--- src/rtl/core/lzw_fixed_width_encoder_macros.svh ---
// Assertion helpers shared by the encoder files.
`ifndef LZW_FIXED_WIDTH_ENCODER_MACROS_SVH
`define LZW_FIXED_WIDTH_ENCODER_MACROS_SVH

// Same-cycle implication, checked outside reset.
`define LZW_ASSERT_IMP(label, clk, rst_n, ante, cons, msg) \
  label: assert property (@(posedge clk) disable iff (!rst_n) (ante) |-> (cons)) \
    else $error(msg);

// Next-cycle implication, checked outside reset.
`define LZW_ASSERT_NXT(label, clk, rst_n, ante, cons, msg) \
  label: assert property (@(posedge clk) disable iff (!rst_n) (ante) |=> (cons)) \
    else $error(msg);

`endif

--- src/rtl/core/lzw_fw_ram.sv ---
module lzw_fw_ram #(
  parameter int WIDTH = 8,
  parameter int DEPTH = 256
) (
  input  logic                     clk_i,
  input  logic                     we_i,
  input  logic [$clog2(DEPTH)-1:0] waddr_i,
  input  logic [WIDTH-1:0]         wdata_i,
  input  logic [$clog2(DEPTH)-1:0] raddr_i,
  output logic [WIDTH-1:0]         rdata_o
);

  logic [WIDTH-1:0] mem [DEPTH];
  logic [WIDTH-1:0] rdata_q;

  always_ff @(posedge clk_i) begin
    if (we_i) begin
      mem[waddr_i] <= wdata_i;
    end
    rdata_q <= mem[raddr_i];
  end

  assign rdata_o = rdata_q;

endmodule

--- config.mk ---
export PLATFORM = sky130hd
export DESIGN_NAME = lzw_fw_ram
export DESIGN_NICKNAME = d
export VERILOG_FILES = /design/src/rtl/core/lzw_fixed_width_encoder_macros.svh /design/src/rtl/core/lzw_fw_ram.sv
export SDC_FILE = /design/constraint.sdc
export NUM_CORES = 2
export LEC_CHECK = 0
export BUFFER_PORTS_ARGS = -buffer_cell sky130_fd_sc_hd__buf_2
export CORE_ASPECT_RATIO = 0.75
export CORE_MARGIN = 2
export CORE_UTILIZATION = 62
export CTS_CLUSTER_DIAMETER = 60
export DETAILED_ROUTE_END_ITERATION = 12
export GPL_TIMING_DRIVEN = 0
export HOLD_SLACK_MARGIN = 0.15
export PLACE_DENSITY = 0.79
export SLEW_MARGIN = 30
export SYNTH_ARGS = -nofsm -noshare
export SYNTH_HDL_FRONTEND = slang
export SYNTH_SLANG_ARGS = --single-unit
--- constraint.sdc ---
create_clock -name clk_i -period 3 [get_ports clk_i]
set_input_delay 0.6 -clock clk_i [delete_from_list [all_inputs] [get_ports clk_i]]
set_output_delay 0.6 -clock clk_i [all_outputs]
set_load 0.02 [all_outputs]
==> results.py <==
metrics = {
    "final_layout": {
        "post_route_cells_drive_above_1_share_pct": 26.4,
        "nFillCells": 7203,
        "fin_nets": 4007,
        "flow.area_growth_from_synthesis_pct": 12.2,
        "sequential_cell_area_mm2": 0.0617,
        "multi_input_area_mm2": 0.0171,
    },
    "timing": {
        "finalSetupViolations": 206,
        "relative_slew_slack_pct": 24.3,
        "hold_slack_ns": 0.172,
        "timing.final.crit_period_ns": 3.24,
        "slew_viol_final": 0,
        "finalHoldViolCount": 0,
        "slew_worst_pin_ns": 1.13,
        "clock-skew-final_ns": 0.0178,
        "period_share_pct": 108,
        "rsz0062_at_grt": "true",
        "finalWorstSetupSlack_ns": -0.243,
        "fmax_ghz": 0.308,
    },
    "die": {
        "floorplan.rows": 113,
        "initial_core_util_pct": 62.7,
        "fp.dieW_um": 418,
        "die_height_um": 314,
        "die-area_mm2": 0.131,
        "floorplan.core_area_mm2": 0.127,
        "num_io_pins": 34,
    },
    "yosys": {
        "synth-edff-count": 2048,
        "synth_ff_type": "sky130_fd_sc_hd__edfxtp_1",
        "yosys.area.top_type_share_pct": 77.3,
        "post_synth_num_cell_types": 55,
        "ys_top_cells_by_count": "2048 x sky130_fd_sc_hd__edfxtp_1, 454 x sky130_fd_sc_hd__mux4_2, 282 x sky130_fd_sc_hd__nor2_1",
        "synth_top_area_cell": "sky130_fd_sc_hd__edfxtp_1",
        "post_synth_instance_area_mm2": 0.0796,
        "yosys.cell_count.top_type": "sky130_fd_sc_hd__edfxtp_1",
        "synthArstFlopShare_pct": 0,
        "yosys-top-cells-area": "sky130_fd_sc_hd__edfxtp_1 77%, sky130_fd_sc_hd__mux4_2 13%, sky130_fd_sc_hd__mux2i_1 1.7%",
        "flops_latches_synth": 2056,
        "synth.yosys.seq_area_share_pct": 77.5,
        "postSynthCellCount": 3733,
        "syn_area_per_cell_um2": 21.3,
        "synth.yosys.warnings": 0,
        "syn_nets": 3759,
    },
    "run": {
        "max_cap_violations": 0,
    },
    "routing": {
        "avgViaCountPerCell": 7.56,
        "drt-wirelength-per-cell_um": 41.7,
        "detail_route.drc_violations": 0,
        "dr.first_iter.drc_count": 9538,
        "detailedRoute.firstPassIterationCount": 12,
        "vias": 43909,
        "finalWirelength_mm": 242,
        "drt.antenna.violating_nets": 0,
    },
    "setup_path": {
        "worst_setup_path_end_kind": "register",
        "setup.worst_path.class": "input pin to register",
        "critical_path_arrival_ns": 3.92,
        "timing.reg2reg.worst_path_depth": 6,
        "worst_ep_required_time_ns": 3.68,
        "path_max_fanout": 10,
        "reg2reg_setup_slack_ns": 0.17,
        "timing.critical_path.from_type": "input pin",
    },
    "global_route": {
        "antenna_found_initial": 11,
        "grt_pass1_vias": 42208,
        "first_pass_grt_wire_length_mm": 328,
        "grt_util_met3_pct": 17.0,
        "overflow_after_grt": 0,
        "grt.met1_usage_pct": 49.5,
        "grt_util_met2_pct": 51.6,
        "grt_max_degree": 118,
        "track_usage_pct": 37.0,
        "busiest_layer": "met2",
    },
    "placement": {
        "gpl.final_weighted_congestion": 1.03,
        "placement.io_buffers": 26,
        "detailed_place_hpwl_mm": 155,
    },
    "power_and_ir_drop": {
        "p_leak_nw": 27.7,
        "netSwitchingPower_mw": 13.1,
        "power.density_mw_per_mm2": 656,
        "sw_ratio_pct": 22.4,
        "seqPwrFrac_pct": 54.1,
        "power_frac_comb_pct": 6.1,
        "clock_power_share_pct": 39.7,
        "fin_total_pwr_mw": 58.5,
        "internal_power_mw": 45.4,
        "vdd.ir_drop.worst_uv": 751,
    },
    "clock_network": {
        "cts_inserted_buffers": 180,
        "cts_root_buf": "sky130_fd_sc_hd__clkbuf_16",
        "clock_tree_from_tritoncts": "yes",
        "clkSlewWorstSetupHoldPaths_ns": 0.07,
        "clk_latency_ns": 0.86,
        "clock_path_buffers": 3,
        "clock-sinks": 2056,
        "cts_max_level": 4,
    },
    "status": {
        "status": "finished with violations",
        "failed_checks": "setup timing",
    },
    "hold_path": {
        "worstHoldPathType": "input pin to register",
        "hold_crit_depth": 1,
    },
}
==> repair_timing <==
action,4_1_cts,5_1_grt
gates cloned,0,0
pin swaps,1,4
endpoints found under the hold margin,11,0
endpoints found under the setup margin,96,184
resized for setup,87,97
buffers inserted,2,6
hold buffers,1,0
==> power by group through the flow <==
| stage | Sequential, mW | Clock (mW) | Combinational [mW] |
|---|---|---|---|
| final | 31.7 | 23.3 | 3.60 |
| after global routing | 31.7 | 24.1 | 3.58 |
| after CTS | 31.7 | 23.1 | 3.34 |
| after detailed placement | 32.3 | 0 | 3.24 |
| after global placement | 32.4 | 0 | 3.06 |
| after floorplan | 32.3 | 0 | 1.54 |
==> worst max-delay path, cell delays in order <==
cell and delay [ns]:
sky130_fd_sc_hd__buf_2 0.15, sky130_fd_sc_hd__buf_2 0.42, sky130_fd_sc_hd__nor2b_1 0.19, sky130_fd_sc_hd__buf_1 0.54, sky130_fd_sc_hd__clkbuf_2 0.56, sky130_fd_sc_hd__a22oi_1 0.22
sky130_fd_sc_hd__a21oi_1 0.50, sky130_fd_sc_hd__nor4_2 0.17, sky130_fd_sc_hd__nor4_2 0.53
==> area by class of cell <==
cell class	instances	area share (%)
clock buffer	215	5.31
antenna	16	0.0448
multi-input combinational	1442	19.1
tap	1667	2.34
timing repair buffer	66	1.20
clock inverter	109	1.10
buffer	233	1.80
sequential	2056	69.1
inverter	2	0.00981
==> cells in the final DEF (no fill, tap or decap), types with 10 or more instances in the layout <==
cell,count
sky130_fd_sc_hd__nand3_1,34
sky130_fd_sc_hd__o211ai_1,10
sky130_fd_sc_hd__nor4_2,16
sky130_fd_sc_hd__clkinv_2,37
sky130_fd_sc_hd__nand4_1,10
sky130_fd_sc_hd__a22oi_1,132
sky130_fd_sc_hd__clkinv_1,41
sky130_fd_sc_hd__o21ai_0,10
sky130_fd_sc_hd__clkbuf_2,56
sky130_fd_sc_hd__nand2_1,33
sky130_fd_sc_hd__a21oi_1,85
sky130_fd_sc_hd__o221ai_1,46
sky130_fd_sc_hd__a221oi_1,11
sky130_fd_sc_hd__edfxtp_1,2048
sky130_fd_sc_hd__buf_6,22
sky130_fd_sc_hd__clkbuf_16,185
sky130_fd_sc_hd__mux2i_1,134
sky130_fd_sc_hd__nor2_2,62
sky130_fd_sc_hd__diode_2,16
sky130_fd_sc_hd__a211oi_1,14
sky130_fd_sc_hd__o22ai_1,28
sky130_fd_sc_hd__nor2_1,219
sky130_fd_sc_hd__nor2b_1,30
sky130_fd_sc_hd__mux4_2,454
sky130_fd_sc_hd__bufinv_16,16
sky130_fd_sc_hd__nor3_1,12
sky130_fd_sc_hd__buf_16,28
sky130_fd_sc_hd__a21oi_2,10
sky130_fd_sc_hd__buf_2,53
sky130_fd_sc_hd__buf_4,42
sky130_fd_sc_hd__clkbuf_4,13
sky130_fd_sc_hd__buf_8,21
sky130_fd_sc_hd__clkbuf_1,76
==> path summary, 6_finish.rpt <==
check        startpoint          end
max          raddr_i[3]   rdata_o[3]
min          wdata_i[5]  mem[208][5]
max reg2reg  mem[83][5]   rdata_o[5]
min reg2reg  mem[54][4]   rdata_o[4]
==> through the flow <==
| step | TNS, ns | instance area (um^2) | utilization [%] | setup WS [ns] | std cells |
|---|---|---|---|---|---|
| 2_1_floorplan | 0 | 79600 | - | 0.462 | 3733 |
| 5_1_grt | -0.786 | 89200 | 70.3 | -0.0493 | 5795 |
| 3_5_place_dp | -743.40 | 82800 | 65.2 | -1.79 | 5456 |
| 6_report | -8.91 | 89300 | 70.3 | -0.243 | 5806 |
| 4_1_cts | -0.000816 | 88800 | 70.0 | -0.000816 | 5783 |
| 3_3_place_gp | -4646.90 | 81800 | 64.4 | -2.41 | 5426 |
==> cells by family after synthesis <==
kind of cell | after synthesis | synth area share [%]
buffers and inverters | 235 | 1.83
flip-flops | 2056 | 77.5
multiplexers | 591 | 14.6
AO/OA/AOI/OAI | 385 | 3.42
AND/OR/NAND/NOR | 466 | 2.63
==> flip-flops by register name (all words and copies together) (netlist names) <==
name     flops
rdata_o      8
mem       2048
==> layer usage <==
layer / part of all wire, % / vias up
met2: 43 / 4712
met3: 18 / 833
met4: 6.0 / 14
met5: 0.15 / -
li1: - / 16201
met1: 33 / 22149
(Power assumes the default switching activity.)
