<file path="src/rtl/core/lzw_fixed_width_encoder_macros.svh">
// Assertion helpers shared by the encoder files.
`ifndef LZW_FIXED_WIDTH_ENCODER_MACROS_SVH
`define LZW_FIXED_WIDTH_ENCODER_MACROS_SVH

// Same-cycle implication, checked outside reset.
`define LZW_ASSERT_IMP(label, clk, rst_n, ante, cons, msg) \
  label: assert property (@(posedge clk) disable iff (!rst_n) (ante) |-> (cons)) \
    else $error(msg);

// Next-cycle implication, checked outside reset.
`define LZW_ASSERT_NXT(label, clk, rst_n, ante, cons, msg) \
  label: assert property (@(posedge clk) disable iff (!rst_n) (ante) |=> (cons)) \
    else $error(msg);

`endif

</file>
<file path="src/rtl/core/lzw_fw_pkg.sv">
package lzw_fw_pkg;

  localparam int MAX_CODE_BITS_DEF = 12;
  localparam int MIN_CODE_BITS     = 9;
  // Widest code any build supports; narrower codes are zero-extended.
  localparam int CODE_W            = 16;
  localparam int WIDTH_W           = 5;
  localparam int CFG_W             = 4;
  localparam int CFG_RESET         = 9;
  localparam int FIRST_FREE        = 257;
  localparam int EPOCH_W           = 16;
  localparam int WORD_W            = 64;
  localparam int FILL_W            = 6;

  typedef struct packed {
    logic [7:0] data_byte;
    logic       block_end;
  } in_t;

  typedef struct packed {
    logic [WORD_W-1:0] packed_word;
    logic              word_last;
  } out_t;

  // One code handed from the dictionary walker to the bit packer.
  typedef struct packed {
    logic [CODE_W-1:0]  code;
    logic [WIDTH_W-1:0] width;
    logic               end_blk;
  } op_t;

  typedef enum logic [2:0] {
    ST_CLEAR,
    ST_IDLE,
    ST_LOOKUP,
    ST_TAIL,
    ST_ENDC
  } state_e;

endpackage

</file>
<file path="src/rtl/core/lzw_fw_packer.sv">
`include "lzw_fixed_width_encoder_macros.svh"

module lzw_fw_packer (
  input  logic              clk_i,
  input  logic              rst_ni,
  input  logic              op_valid_i,
  output logic              op_ready_o,
  input  lzw_fw_pkg::op_t   op_i,
  output logic              out_valid_o,
  input  logic              out_ready_i,
  output lzw_fw_pkg::out_t  out_data_o
);

  localparam int WW = lzw_fw_pkg::WORD_W;
  localparam int FW = lzw_fw_pkg::FILL_W;

  logic [WW-1:0]     acc_q, acc_d;
  logic [FW-1:0]     fill_q, fill_d;
  logic              flush_q, flush_d;
  logic              out_valid_q, out_valid_d;
  lzw_fw_pkg::out_t  out_q, out_d;

  logic [2*WW-1:0]   shifted;
  logic [WW-1:0]     acc_new;
  logic [FW:0]       sum;
  logic              can_emit;
  logic              take;

  always_comb begin
    can_emit   = !out_valid_q || out_ready_i;
    op_ready_o = can_emit && !flush_q;
    take       = op_valid_i && op_ready_o;

    // The upper half holds the bits that spill into the next word.
    shifted = {{WW{1'b0}}, WW'(op_i.code)} << fill_q;
    acc_new = acc_q | shifted[WW-1:0];
    sum     = {1'b0, fill_q} + (FW+1)'(op_i.width);

    acc_d       = acc_q;
    fill_d      = fill_q;
    flush_d     = flush_q;
    out_valid_d = out_valid_q && !out_ready_i;
    out_d       = out_q;

    if (flush_q) begin
      if (can_emit) begin
        out_valid_d       = 1'b1;
        out_d.packed_word = acc_q;
        out_d.word_last   = 1'b1;
        acc_d             = '0;
        fill_d            = '0;
        flush_d           = 1'b0;
      end
    end else if (take) begin
      if (sum[FW]) begin
        out_valid_d       = 1'b1;
        out_d.packed_word = acc_new;
        out_d.word_last   = op_i.end_blk && (sum[FW-1:0] == '0);
        acc_d             = shifted[2*WW-1:WW];
        fill_d            = sum[FW-1:0];
        if (op_i.end_blk) begin
          if (sum[FW-1:0] == '0) begin
            acc_d = '0;
          end else begin
            flush_d = 1'b1;
          end
        end
      end else if (op_i.end_blk) begin
        out_valid_d       = 1'b1;
        out_d.packed_word = acc_new;
        out_d.word_last   = 1'b1;
        acc_d             = '0;
        fill_d            = '0;
      end else begin
        acc_d  = acc_new;
        fill_d = sum[FW-1:0];
      end
    end
  end

  always_ff @(posedge clk_i or negedge rst_ni) begin
    if (!rst_ni) begin
      acc_q       <= '0;
      fill_q      <= '0;
      flush_q     <= 1'b0;
      out_valid_q <= 1'b0;
    end else begin
      acc_q       <= acc_d;
      fill_q      <= fill_d;
      flush_q     <= flush_d;
      out_valid_q <= out_valid_d;
    end
  end

  always_ff @(posedge clk_i) begin
    out_q <= out_d;
  end

  assign out_valid_o = out_valid_q;
  assign out_data_o  = out_q;

  `LZW_ASSERT_IMP(a_flush_behind_word, clk_i, rst_ni, flush_q, out_valid_q, "flush pending without a held word")
  `LZW_ASSERT_IMP(a_last_empties_acc, clk_i, rst_ni, out_valid_q && out_q.word_last, (fill_q == '0) && !flush_q, "bits left after final word")
  `LZW_ASSERT_NXT(a_end_emits, clk_i, rst_ni, take && op_i.end_blk, out_valid_q, "end code produced no word")

endmodule

</file>
<file path="config.mk">
export PLATFORM = sky130hd
export DESIGN_NAME = lzw_fw_packer
export DESIGN_NICKNAME = d
export VERILOG_FILES = /design/src/rtl/core/lzw_fw_pkg.sv /design/src/rtl/core/lzw_fw_packer.sv
export VERILOG_INCLUDE_DIRS = /design/src /design/src/rtl/core
export SDC_FILE = /design/constraint.sdc
export NUM_CORES = 1
export LEC_CHECK = 0
export BUFFER_PORTS_ARGS = -buffer_cell sky130_fd_sc_hd__buf_2
export CAP_MARGIN = 5
export CORE_MARGIN = 3
export CORE_UTILIZATION = 40
export DETAILED_ROUTE_END_ITERATION = 6
export HOLD_SLACK_MARGIN = 0.15
export PLACE_DENSITY = 0.69
export SLEW_MARGIN = 5
export SYNTH_ARGS = -nofsm -noshare
export SYNTH_HDL_FRONTEND = slang
export SYNTH_SLANG_ARGS = --single-unit
</file>
<file path="constraint.sdc">
create_clock -name clk_i -period 4.4 [get_ports clk_i]
set_input_delay 0.22 -clock clk_i [delete_from_list [all_inputs] [get_ports clk_i]]
set_output_delay 0.22 -clock clk_i [all_outputs]
set_load 0.01 [all_outputs]
</file>
==> results, run 1 <==
- For this block, the initial DRC count from the detailed router was 518.
- The leading cell type by number of instances after synthesis is dfrtp_1.
- For this configuration, the core starts out at a cell density of 40.94%.
- The floorplan die area is 19340 um2.
- From bottom edge to top edge, the die measures 139.1 um.
- Setup repair after global routing left no endpoint under its margin.
- The critical path is of the reg -> reg type.
- The wire length of the first global-routing pass is 32.31 mm.
- TritonCTS built the clock tree.
- The path type of the worst min-delay path is in -> reg.
- The later pin in the worst-skew pair is clocked with a latency of 0.43 ns.
- Synthesis produced a netlist whose cell count is 598.
- The final net count is 725.
- The post-route netlist has 25.21% of its cells at a drive strength greater than 1.
- The first-pass iteration count of the detailed router is 6.
- The initial antenna violation count is 0.
- The filler cells instantiated in the layout total 1596.
- The post-detailed-route via-to-cell ratio is 6.074.
- After clock tree synthesis, the repair step resized 0 gates.
- The total via count in the routed design is 5655.
- The fraction of the yosys area taken by sequential cells is 53.00%.
- Wires add up to 20.29 mm.
- For this run, the top clock speed supported by timing is 0.3086 GHz.
- The root buffer cell chosen for the clock tree is clkbuf_16.
- The mean routed wirelength per cell is 21.79 um.
- Ranked by total cell area, the synthesized netlist is headed by edfxtp_1 (28%), dfrtp_1 (25%), a21o_1 (4.1%), mux4_1 (3.0%), a22o_1 (3.0%).
- The number of port buffers is 92.
- The combined global-route utilization of all metal layers is 21.23%.
- The core outline area is 17300 um2.
- Global routing finished with a remaining overflow of 0.
- The post-synthesis instance area is 7082 um2.
- Power spread over the standard cell area amounts to 620.0 nW/um2.
- For this run, the number of Yosys warnings is 0.
- In this run the horizontal extent of the chip is 139.1 um.
- The synthesized netlist net count is 630.
- After floorplanning, the core was divided into 48 placement rows.
- Summed over all instances, the cell type with the most area after synthesis is edfxtp_1.
- For the pin with the worst max-slew slack, the measured transition is 1.069 ns.
- The clock arrives with 0.01388 ns of skew.
- The post-route setup TNS is 0 ns.
- The distinct cell type count of the synthesized netlist is 65.
- STA classifies the critical path endpoint as a register.
- STA classifies the critical path startpoint as a register.
- The run finished with clean final reports.
- The number of flops mapped to enable cells by yosys is 65.
- The largest net degree at the start of global routing is 73.
- The standby leakage power is 0.003721 uW.
- The proportion of netlist area held by the largest area contributor is 27.56%.
- The mean area per synthesized cell is 11.84 um2.
- The number of failing hold endpoints at the final stage is 0.
- By count the netlist is led by dfrtp_1 (72), edfxtp_1 (65), nand2_1 (41).
- The share of async-settable or async-resettable flops after synthesis is 52.55%.
- Counting along the longest clock path gives a buffer depth of 2.
- From synthesis to final layout, the design area changed by 17.72%.
- In the routed design, unresolved DRC markers number 0.
- The detail route stage leaves a number of antenna-violating nets equal to 0.
- Once detailed placement completed, the half-perimeter wirelength came to 13.95 mm.
- After synthesis the netlist holds a flip-flop and latch count of 137.
- The max-capacitance violation count is 0.
- The number of global-route vias before repair is 5645.
- The final max-slew violation count is 0.
- In this run the worst path has a maximum fanout of 29.
- The number of clock buffers inserted by TritonCTS is 17.
- The count of H-tree levels built during CTS is 4.
- The post-route fraction of the period consumed by the critical path is 73.64%.
- In the synthesized netlist the dominant register cell turns out to be dfrtp_1.
- Across all hold checks on the routed design, the worst slack comes to 0.1840 ns.
- The number of antenna repair diodes is 0.
- CTS saw 137 sinks.
- The final weighted congestion in routability-driven placement is 0.9770.
- Setup violations remaining at the end of the flow were counted as 0.
- Subtracting the final worst setup slack from the clock period gives 3.240 ns.
- The data arrival time of the worst path is 3.54 ns.
- Headroom to the max-slew limit came out at 28.48%.
- For this design the top-level I/O count stands at 93.
- The data required time at the worst endpoint is 4.70 ns.
- Across the VDD grid, the largest voltage drop is 0.3448 mV.
- After clock tree synthesis, the clock-pin slew on the worst setup and hold paths is 0.06 ns.
critical path, cell delays in order (launching register included):
cell and delay (ns):
dfrtp_1 0.98, ha_1 0.39, a211o_1 0.29, a311oi_1 0.37
o21ai_0 0.15, a21oi_1 0.24, o22ai_1 0.12, dlygate4sd3_1 0.57
per-stage QoR:
step	area (um2)	utilization [%]	worst slack [ns]	instances	power, uW
2_1_floorplan	7082	-	0.3418	598	3179
3_3_place_gp	7705	44.55	1.349	895	3691
3_5_place_dp	7705	44.55	1.275	895	3728
4_1_cts	8337	48.20	1.190	931	5151
5_1_grt	8337	48.20	0.8872	931	5433
6_report	8337	48.20	1.160	931	5169
logic make-up (layout without fill, tap and decap cells):
family                     after synthesis  in the layout  share of synthesized area [%]
AOI/OAI and AO/OA                      227            227                          22.93
DFF                                    137            137                          53.00
and+or+nand+nor                        123            123                          8.216
buffers and inverters                   59            167                          4.770
muxes                                   45             45                          9.788
adders and majority gates                6              6                          1.166
xor gates and xnor gates                 1              1                         0.1237
timing repair:
item / CTS / global route
hold buffers: 4 / 0
endpoints found under the setup margin: 0 / 0
hold endpoints to repair: 74 / 0
setup buffers: 0 / 0
final cells by class:
| type | instances | area [um2] | share of cell area [%] |
|---|---|---|---|
| inverter | 23 | 86.33 | 1.036 |
| clock inverter | 6 | 62.56 | 0.7504 |
| tap | 225 | 281.5 | 3.377 |
| clock buffer | 26 | 529.3 | 6.348 |
| timing repair buffer | 112 | 633.1 | 7.594 |
| multi-input combinational | 402 | 2990 | 35.87 |
| sequential | 137 | 3754 | 45.02 |
power by group:
| group | internal, uW | switching, uW | leakage [uW] |
|---|---|---|---|
| sequential | 1710 | 199 | 0.00159 |
| clock | 881 | 529 | 0.000286 |
| combinational | 729 | 1120 | 0.00185 |
| total | 3320 | 1850 | 0.00372 |
routing by layer:
metal,wire [um],vias up,GRT usage [%]
met5,0,-,0
met4,580,0,9.217
met3,1398,41,5.034
met2,9357,258,32.37
met1,8949,2835,29.09
li1,-,2521,-
path summary, 6_finish.rpt:
path	from	end	slack (ns)	depth (start not counted)
worst max-delay path	fill_q[1]	flush_q	1.16	7
worst min-delay path	out_ready_i	out_valid_o	0.18	4
worst max register to register	fill_q[1]	flush_q	1.16	7
worst min register to register	acc_q[61]	acc_q[61]	0.48	2
max in group asynchronous	rst_ni	acc_q[35]	3.16	3
min in group asynchronous	rst_ni	acc_q[50]	0.57	3
layout by cell type (no fill, tap or decap), types with 21 or more instances in the layout:
| cell type | n |
|---|---|
| nand2_1 | 41 |
| a21o_1 | 39 |
| inv_1 | 21 |
| dfrtp_1 | 72 |
| buf_2 | 92 |
| edfxtp_1 | 65 |
| nor2_1 | 32 |
| a21oi_1 | 35 |
| o21ai_0 | 30 |
| a22o_1 | 24 |
sequential cells by signal, summed over array words and instances, names as in the netlist:
signal / flops
out_data_o: 65
out_valid_o: 1
flush_q: 1
fill_q: 6
acc_q: 64
Note: power is estimated with default switching activity, not from simulation.
==> inputs of run 2 (changes only) <==
clock period = 3 ns   (was 4.4 ns; I/O delays follow)
==> results, run 2 (synthesized netlist as in run 1, its figures left out) <==
- The worst register-to-register path begins at fill_q[1].
- The max-capacitance violation count is 0 (unchanged).
- The count of antenna-violating nets left after detailed routing is 0 (unchanged).
- The endpoint of the worst-slack reg-to-reg timing path is flush_q.
- The overall die width is 139.1 um (unchanged).
- The mean routed wirelength per cell is 21.73 um (-0.28%).
- The number of port buffers is 92 (unchanged).
- The initial antenna violation count was 0 (unchanged).
- The number of I/O pins is 93 (unchanged).
- met2 is the most crowded layer.
- The floorplan die area is 19340 um2 (unchanged).
- The effective utilization at floorplan is 40.94% (unchanged).
- Relative to the synthesized area, the layout overhead comes to 19.52%.
- Leaving out fill and tap cells, the most frequent cells in the layout are buf_2 (92), dfrtp_1 (72), edfxtp_1 (65).
- The height of the die is 139.1 um (unchanged).
- The worst setup skew after layout came to 0.005167 ns (-0.008715 ns).
- The HPWL reported at the end of detailed placement came to 14.03 mm (+0.59%).
- The maximum resistive drop on vdd is 0.4497 mV (+30%).
- The worst hold slack after final layout was 0.2027 ns (+0.01878 ns).
- The run finished with clean final reports.
- The final net count is 738 (+1.8%).
- The standby leakage power is 0.003783 uW (+1.7%).
- The number of failing hold endpoints at the final stage was 0 (unchanged).
- The number of DRC violations after detailed routing is 0 (unchanged).
- The highest clock frequency the design can meet came to 0.3710 GHz (+20%).
- The worst reg-to-reg path cell count was 8 (+1).
- The post-detailed-route via-to-cell ratio is 6.059 (-0.24%).
- The aggregate routed wire length is 20.51 mm (+1.1%).
- The path type of the worst min-delay path is in -> reg.
- The combined global-route utilization of all metal layers is 21.32% (+0.087 points).
- The worst slew slack as a fraction of its limit was 29.40% (+0.92 points).
- The cell with the biggest individual delay on the critical path is dlygate4sd3_1.
- Walking the worst path, the cells encountered are buf_6, ha_1, a211o_1, a311oi_2, o21ai_0, a21oi_1, o22ai_1, dlygate4sd3_1.
- The worst hold path terminates at fill_q[1].
- The final setup violation count is 0 (unchanged).
- The worst hold path cell count was 3 (-1).
- The worst setup path is captured at a register.
- The met2 demand-to-capacity share in global routing is 33.14% (+0.77 points).
- The clock net sink count came to 137 (unchanged).
- The flip-flop count of the largest register after layout is 65 (unchanged).
- The number of global-route vias before repair is 5679 (+0.60%).
- The final weighted congestion in routability-driven placement is 0.9572 (-2.0%).
- The post-route fraction of the period consumed by the critical path came to 89.85% (+16 points).
- The data arrival time of the worst path is 3.00 ns (-0.54 ns).
- The clock root buffer is clkbuf_16.
- The number of antenna repair diodes is 0 (unchanged).
- The number of clock buffers inserted by TritonCTS came to 17 (unchanged).
- The count of H-tree levels built during CTS came to 4 (unchanged).
- The insertion delay to the later sink of the worst-skew pair is 0.42 ns (about the same).
- The actual transition at the worst max-transition pin is 1.051 ns (-0.01795 ns).
- The final critical delay including setup and external delays is 2.696 ns (-0.5447 ns).
- The fraction of met3 tracks used by global routing was 4.759% (-0.28 points).
- The power density of the placed cells was 906.3 nW/um2 (+46%).
- The first-pass iteration count of the detailed router is 5 (-1).
- The maximum buffer depth of the clock tree is 2 (unchanged).
- The wire length of the first global-routing pass is 32.13 mm (-0.53%).
- The starting DRC count in detailed routing is 598 (+15%).
- The final max-slew violation count came to 0 (unchanged).
- Setup repair after global routing left no endpoint under its margin.
- The startpoint of the most critical hold path is op_i[2].
- The largest incremental delay on the critical path is 0.57 ns (-0.41 ns).
- The fraction of final layout cells sized beyond drive strength 1 came to 25.59% (+0.38 points).
- The core outline area is 17300 um2 (unchanged).
- By startpoint and endpoint, the worst setup path is classified as reg -> reg.
- The leftover overflow at the end of global routing is 0 (unchanged).
- The clock-pin slew of the registers on the worst-case setup and hold paths is 0.06 ns (about the same).
- The largest driver fanout on the critical path came to 28 (-3.4%).
- The met1 track demand over resource in global routing came to 29.00% (-0.084 points).
- The data required time at the worst endpoint came to 3.30 ns (-1.40 ns).
- The largest net degree at the start of global routing is 73 (unchanged).
- The worst setup path is launched from a register.
- The minimum setup slack among reg-to-reg paths is 0.30 ns (-0.86 ns).
- The standard-cell row count is 48 (unchanged).
- The TritonCTS clock tree is built.
- The most frequent standard cell in the layout excluding fill and tap cells is buf_2.
- The total via count in the routed design is 5720 (+1.1%).
- The post-route setup TNS came to 0 ns (unchanged).
==> run 2: changes by cell type in the layout (fill, tap and decap cells not counted), moves of 2 or more <==
cell / delta
buf_12: +3
buf_4: +7
bufinv_16: +2
clkbuf_1: +2
clkbuf_8: -7
clkinv_1: +4
dlygate4sd3_1: +2
==> run 2: power by group <==
group	switching, uW	internal (uW)
combinational	1760	1140
clock	770	1290
sequential	201	2510
total	2730	4940
==> run 2: per-layer routing <==
metal  share of wire [%]  vias up  wire [um]
met5                   0        -          0
met4                 3.3        0        675
met3                 6.8       48       1388
met2                  47      278       9664
met1                  43     2846       8782
li1                    -     2548          -
==> run 2: layout make-up <==
class	instances	area, um2
Fill cell	1613	8832
Inverter	23	86.33
Clock inverter	11	128.9
Tap cell	225	281.5
Clock buffer	21	440.4
Multi-Input combinational cell	402	2997
Sequential cell	137	3754
Timing Repair Buffer	125	777.0
==> run 2: how the worst max path moves through the flow <==
stage,start,endpoint,slack [ns],depth (start not counted)
2_1_floorplan,fill_q[0],out_data_o[0],0.38,7
4_1_cts,fill_q[1],flush_q,0.14,8
3_3_place_gp,fill_q[0],out_data_o[30],0.49,6
3_5_place_dp,fill_q[0],out_data_o[18],0.46,6
5_1_grt,fill_q[1],flush_q,0.09,8
6_report,fill_q[1],flush_q,0.30,8
==> run 2: worst max-delay path, delay by kind of cell (launching register included) <==
| family | cells | cell delay, ns |
|---|---|---|
| compound gates | 5 | 1.08 |
| fa+ha+maj | 1 | 0.28 |
| buf+inv | 2 | 0.82 |
| flops | 1 | 0.39 |
==> run 2: what timing repair did <==
action,CTS,global route
setup buffers,0,0
resized for setup,0,2
hold buffers,6,0
hold endpoints to repair,76,0
setup endpoints to repair,0,1
==> run 2: metrics by stage <==
stage	utilization, %	instance area (um2)	worst slack (ns)	total power, uW	std cells
floorplan	-	7086	0.3786	4659	598
global placement	45.24	7825	0.4915	5512	906
detailed placement	45.24	7825	0.4576	5570	906
CTS	48.88	8454	0.1443	7663	944
global route	48.94	8464	0.09058	8053	944
finish	48.94	8464	0.3044	7671	944
